<file path="src/rtl/lpw_pkg.sv">
// Shared types and constants of the landmark progress watchdog.
// No dependencies; used by every RTL module of the block.
`default_nettype none

package lpw_pkg;

	localparam int U_W        = 17;
	localparam int MODE_W     = 4;
	localparam int TS_W       = 48;
	localparam int TIMEOUT_W  = 48;
	localparam int HL_W       = 9;

	localparam logic [TIMEOUT_W-1:0] TIMEOUT_RESET = 48'd1000000;

	localparam int LM_LSB      = 0;
	localparam int PROG_LSB    = LM_LSB + U_W;
	localparam int MODE_LSB    = PROG_LSB + U_W;
	localparam int GUARD_BIT   = MODE_LSB + MODE_W;
	localparam int TS_LSB      = GUARD_BIT + 1;
	localparam int IN_TDATA_W  = 88;

	localparam int NP_BIT      = 0;
	localparam int HL_LSB      = 1;
	localparam int TF_BIT      = HL_LSB + HL_W;
	localparam int OUT_TDATA_W = 16;
	localparam int OUT_PAD_W   = OUT_TDATA_W - TF_BIT - 1;

	typedef enum logic [1:0] {
		OP_APPEND     = 2'd0,
		OP_CLEAR      = 2'd1,
		OP_RESET_PROG = 2'd2,
		OP_CHECK      = 2'd3
	} opcode_t;

	typedef enum logic [2:0] {
		ST_IDLE,
		ST_EXEC,
		ST_WALK,
		ST_EVAL,
		ST_CMP,
		ST_EMIT
	} ctl_state_t;

	typedef struct packed {
		logic latch_in;
		logic exec;
		logic walk_step;
		logic eval;
		logic cmp;
		logic load_out;
	} dp_cmd_t;

	typedef struct packed {
		logic check_go;
		logic walk_go;
	} dp_sts_t;

endpackage

`default_nettype wire

</file>
<file path="src/rtl/lpw_ctrl.sv">
// Controller state machine of the watchdog: sequences accept, execution,
// table walk, timeout test and result hand-off. Depends on lpw_pkg.
`default_nettype none

module lpw_ctrl (
	input  wire logic              clk,
	input  wire logic              arst_n,
	input  wire logic              in_valid,
	output logic                   in_ready,
	output logic                   out_valid,
	input  wire logic              out_ready,
	input  wire lpw_pkg::dp_sts_t  sts,
	output lpw_pkg::dp_cmd_t       cmd
);

	lpw_pkg::ctl_state_t state_q;
	lpw_pkg::ctl_state_t state_next;
	logic                out_valid_q;
	logic                slot_free;

	assign slot_free = !out_valid_q || out_ready;
	assign out_valid = out_valid_q;

	always_comb begin
		state_next = state_q;
		case (state_q)
			lpw_pkg::ST_IDLE: begin
				if (in_valid) begin
					state_next = lpw_pkg::ST_EXEC;
				end
			end
			lpw_pkg::ST_EXEC: begin
				state_next = sts.check_go ? lpw_pkg::ST_WALK : lpw_pkg::ST_EMIT;
			end
			lpw_pkg::ST_WALK: begin
				if (!sts.walk_go) begin
					state_next = lpw_pkg::ST_EVAL;
				end
			end
			lpw_pkg::ST_EVAL: begin
				state_next = lpw_pkg::ST_CMP;
			end
			lpw_pkg::ST_CMP: begin
				state_next = lpw_pkg::ST_EMIT;
			end
			lpw_pkg::ST_EMIT: begin
				if (slot_free) begin
					state_next = lpw_pkg::ST_IDLE;
				end
			end
			default: begin
				state_next = lpw_pkg::ST_IDLE;
			end
		endcase
	end

	always_comb begin
		cmd      = '0;
		in_ready = 1'b0;
		case (state_q)
			lpw_pkg::ST_IDLE: begin
				in_ready     = 1'b1;
				cmd.latch_in = in_valid;
			end
			lpw_pkg::ST_EXEC: begin
				cmd.exec = 1'b1;
			end
			lpw_pkg::ST_WALK: begin
				cmd.walk_step = sts.walk_go;
			end
			lpw_pkg::ST_EVAL: begin
				cmd.eval = 1'b1;
			end
			lpw_pkg::ST_CMP: begin
				cmd.cmp = 1'b1;
			end
			lpw_pkg::ST_EMIT: begin
				cmd.load_out = slot_free;
			end
			default: begin
			end
		endcase
	end

	always_ff @(posedge clk or negedge arst_n) begin
		if (!arst_n) begin
			state_q     <= lpw_pkg::ST_IDLE;
			out_valid_q <= 1'b0;
		end else begin
			state_q <= state_next;
			if (cmd.load_out) begin
				out_valid_q <= 1'b1;
			end else if (out_ready) begin
				out_valid_q <= 1'b0;
			end
		end
	end

endmodule

`default_nettype wire

</file>
<file path="config.mk">
export PLATFORM = sky130hd
export DESIGN_NAME = lpw_ctrl
export DESIGN_NICKNAME = d
export VERILOG_FILES = /design/src/rtl/lpw_pkg.sv /design/src/rtl/lpw_ctrl.sv
export SDC_FILE = /design/constraint.sdc
export NUM_CORES = 1
export LEC_CHECK = 0
export BUFFER_PORTS_ARGS = -buffer_cell sky130_fd_sc_hd__buf_2
export CORE_AREA = 2 2 39 41
export DETAILED_ROUTE_END_ITERATION = 6
export DIE_AREA = 0 0 41 43
export GPL_ROUTABILITY_DRIVEN = 0
export SYNTH_ARGS = -nofsm -noshare
export SYNTH_HDL_FRONTEND = slang
export SYNTH_SLANG_ARGS = --single-unit
</file>
<file path="constraint.sdc">
create_clock -name clk -period 0.9 [get_ports clk]
set_input_delay 0.18 -clock clk [delete_from_list [all_inputs] [get_ports clk]]
set_output_delay 0.18 -clock clk [all_outputs]
set_load 0.01 [all_outputs]
</file>
==> impl_metrics.toml <==
[power_and_ir_drop]
power_density_mw_per_mm2 = 3630
leakagePower_nw = 0.274
ir_drop_v = 0.00130
total_power_mw = 1.97

[yosys]
synthesis.nets = 39
syn_avg_cell_area_um2 = 8.64
async_reset_ff_frac = 1.00
synth_area_um2 = 285
synth_ff_type = "dfrtp_1"
synth_cell_types = 22
synth_top_area_share = 0.351
synth_edf_count = 0
post-synth-top-area-cell = "dfrtp_1"
yosys_warnings = 0
ys_ff_latch = 4
synth_area_leaders = "dfrtp_1 35%, nand2_1 5.3%, nor2b_4 4.8%"
synth_common_cells = "4 x dfrtp_1, 4 x nand2_1, 3 x nor2_1"
yosysSeqAreaShare = 0.351
synth_cells = 33

[sta]
min_period_ps = 1310
rsz0062_at_grt = "true"
worst_pin_slew_ps = 184
finClkSkew_ps = 6.42
setup_slack_ps = -411
setup_viol = 12
fin_crit_sh = 1.46
relSlewSlack = 0.878
timing.final.hold_violations = 0
fmaxAchievable_mhz = 763
drv_slew = 0

[clock_network]
cts_root_buf = "clkbuf_4"
cts_buffers = 3
cts_max_level = 1
cts_num_sinks = 4
clk_pin_slew_worst_paths_ps = 40
cts_tree = "built"
clkLatencyLatePin_ps = 240
clock_path_buffers = 2

[worst_setup_path]
cp-start-kind = "register"
path_class = "reg2out"
critPathCaptureType = "output pin"
arrival_ps = 1130
cp_max_fo = 5
cp.required_ps = 720

[placed_design]
hpwl_um = 532
dpl-instance-area_um2 = 408
portBuffers = 13

[die]
initial_utilization = 0.206
die_width_um = 41
die_h_um = 43
coreArea_mm2 = 0.00138
die-area_mm2 = 0.00176
ios = 14
num_rows = 14

[route]
dr_wl_met2_um = 440
vias = 314
dr.pass1.iters = 1
routed_wl_um = 740
wl_met3_um = 21
drtIter0Drc = 0
routed.top_layer = "met3"
wl_met1_um = 278
ant_nets = 0
drc = 0
post_drt_wl_per_cell_um = 9.87
viasPerCell = 4.19

[final_layout]
fin_area_um2 = 543
areaGrowthSynthToFinish_pct = 90.4
n_antenna_cell = 0
nets = 67
drive_gt1_frac = 0.729

[global_route]
grt_pass1_vias = 327
antenna_found_initial = 0
grt_max_degree = 7
grtUsageTotal = 0.125
grt_pass1_wl_mm = 1.39
grt.overflow.total = 0

[outcome]
violations = "negative setup slack"
status = "finished, violations left"

[worst_hold_path]
holdCritPathClass = "in2reg"

[run]
cap_violations = 0
[layer usage]
metal  global-route usage  vias up
li1                     -      164
met1                0.137      144
met2                0.181        6
met3               0.0314        0
met4                0.120        0
met5                    0        -
[kinds of logic (layout without fill, tap and decap cells)]
group	count (synthesis)	count (layout)	share of synthesized area
AOI/OAI and AO/OA	7	7	0.189
buffers and inverters	5	31	0.110
and+or+nand+nor	17	17	0.351
DFF	4	4	0.351
[critical path: stages (launching register included)]
cell and delay (ps):
dfrtp_2 430, nor2b_4 190, and3_1 150, buf_2 120
[sequential cells by signal (all words and copies together) (netlist names)]
register	flops
out_valid	1
state_q	3
[cells in the final DEF, fill, tap and decap left out, drive strengths merged]
master	netlist	routed
nor3b	1	1
o32a	1	1
a21oi	1	1
nand2b	2	2
nor2	3	3
nor2b	3	3
inv	2	2
dfrtp	4	4
a21o	1	1
o21ai	3	3
nor3	2	2
and2	1	1
dlygate4sd3	0	1
buf	3	25
clkbuf	0	3
a22oi	1	1
nand2	4	4
and3	1	1
[report_power, final]
group          leakage (nW)  switching [mW]  total [mW]  internal [mW]
Clock                0.0138          0.0715       0.220          0.149
Combinational         0.213           0.520        1.31          0.785
Sequential           0.0472           0.169       0.447          0.278
Total                 0.274           0.761        1.97           1.21
[stage by stage]
stage	TNS [ps]	std cells	hold slack (ps)	utilization	setup WS, ps
after global routing	-4090	75	252	0.392	-487
after floorplan	-652	33	-116	-	-168
after detailed placement	-2080	65	-7.33	0.295	-244
after global placement	-1980	65	-10.6	0.295	-243
after CTS	-3410	72	218	0.351	-430
final	-3350	75	222	0.392	-411
[repair_timing]
| action | CTS | global route |
|---|---|---|
| pin swaps | 2 | 3 |
| setup endpoints to repair | 12 | 12 |
| gates resized for setup | 8 | 10 |
| gates cloned | 0 | 0 |
| buffers inserted | 3 | 3 |
| endpoints found under the hold margin | 4 | 0 |
| hold buffers | 1 | 0 |
[path summary, 6_finish.rpt]
| kind | cells past startpoint | from | slack, ps | to |
|---|---|---|---|---|
| max | 3 | state_q[0] | -410 | cmd[0] |
| min | 3 | sts[1] | 220 | state_q[1] |
| max reg2reg | 5 | state_q[2] | -250 | state_q[0] |
| min reg2reg | 3 | state_q[0] | 750 | state_q[2] |
| max in group asynchronous | 2 | arst_n | 470 | state_q[1] |
| min in group asynchronous | 2 | arst_n | 280 | state_q[0] |
[final cells by class]
cell class / instances / area (um^2)
multi-input cells: 24 / 195
clock buffers: 3 / 22.5
well taps: 16 / 20.0
flip-flops and latches: 4 / 104
repair buffers: 26 / 194
inverters: 2 / 7.51
fillers: 142 / 841
Note: power is estimated with default switching activity, not from simulation.
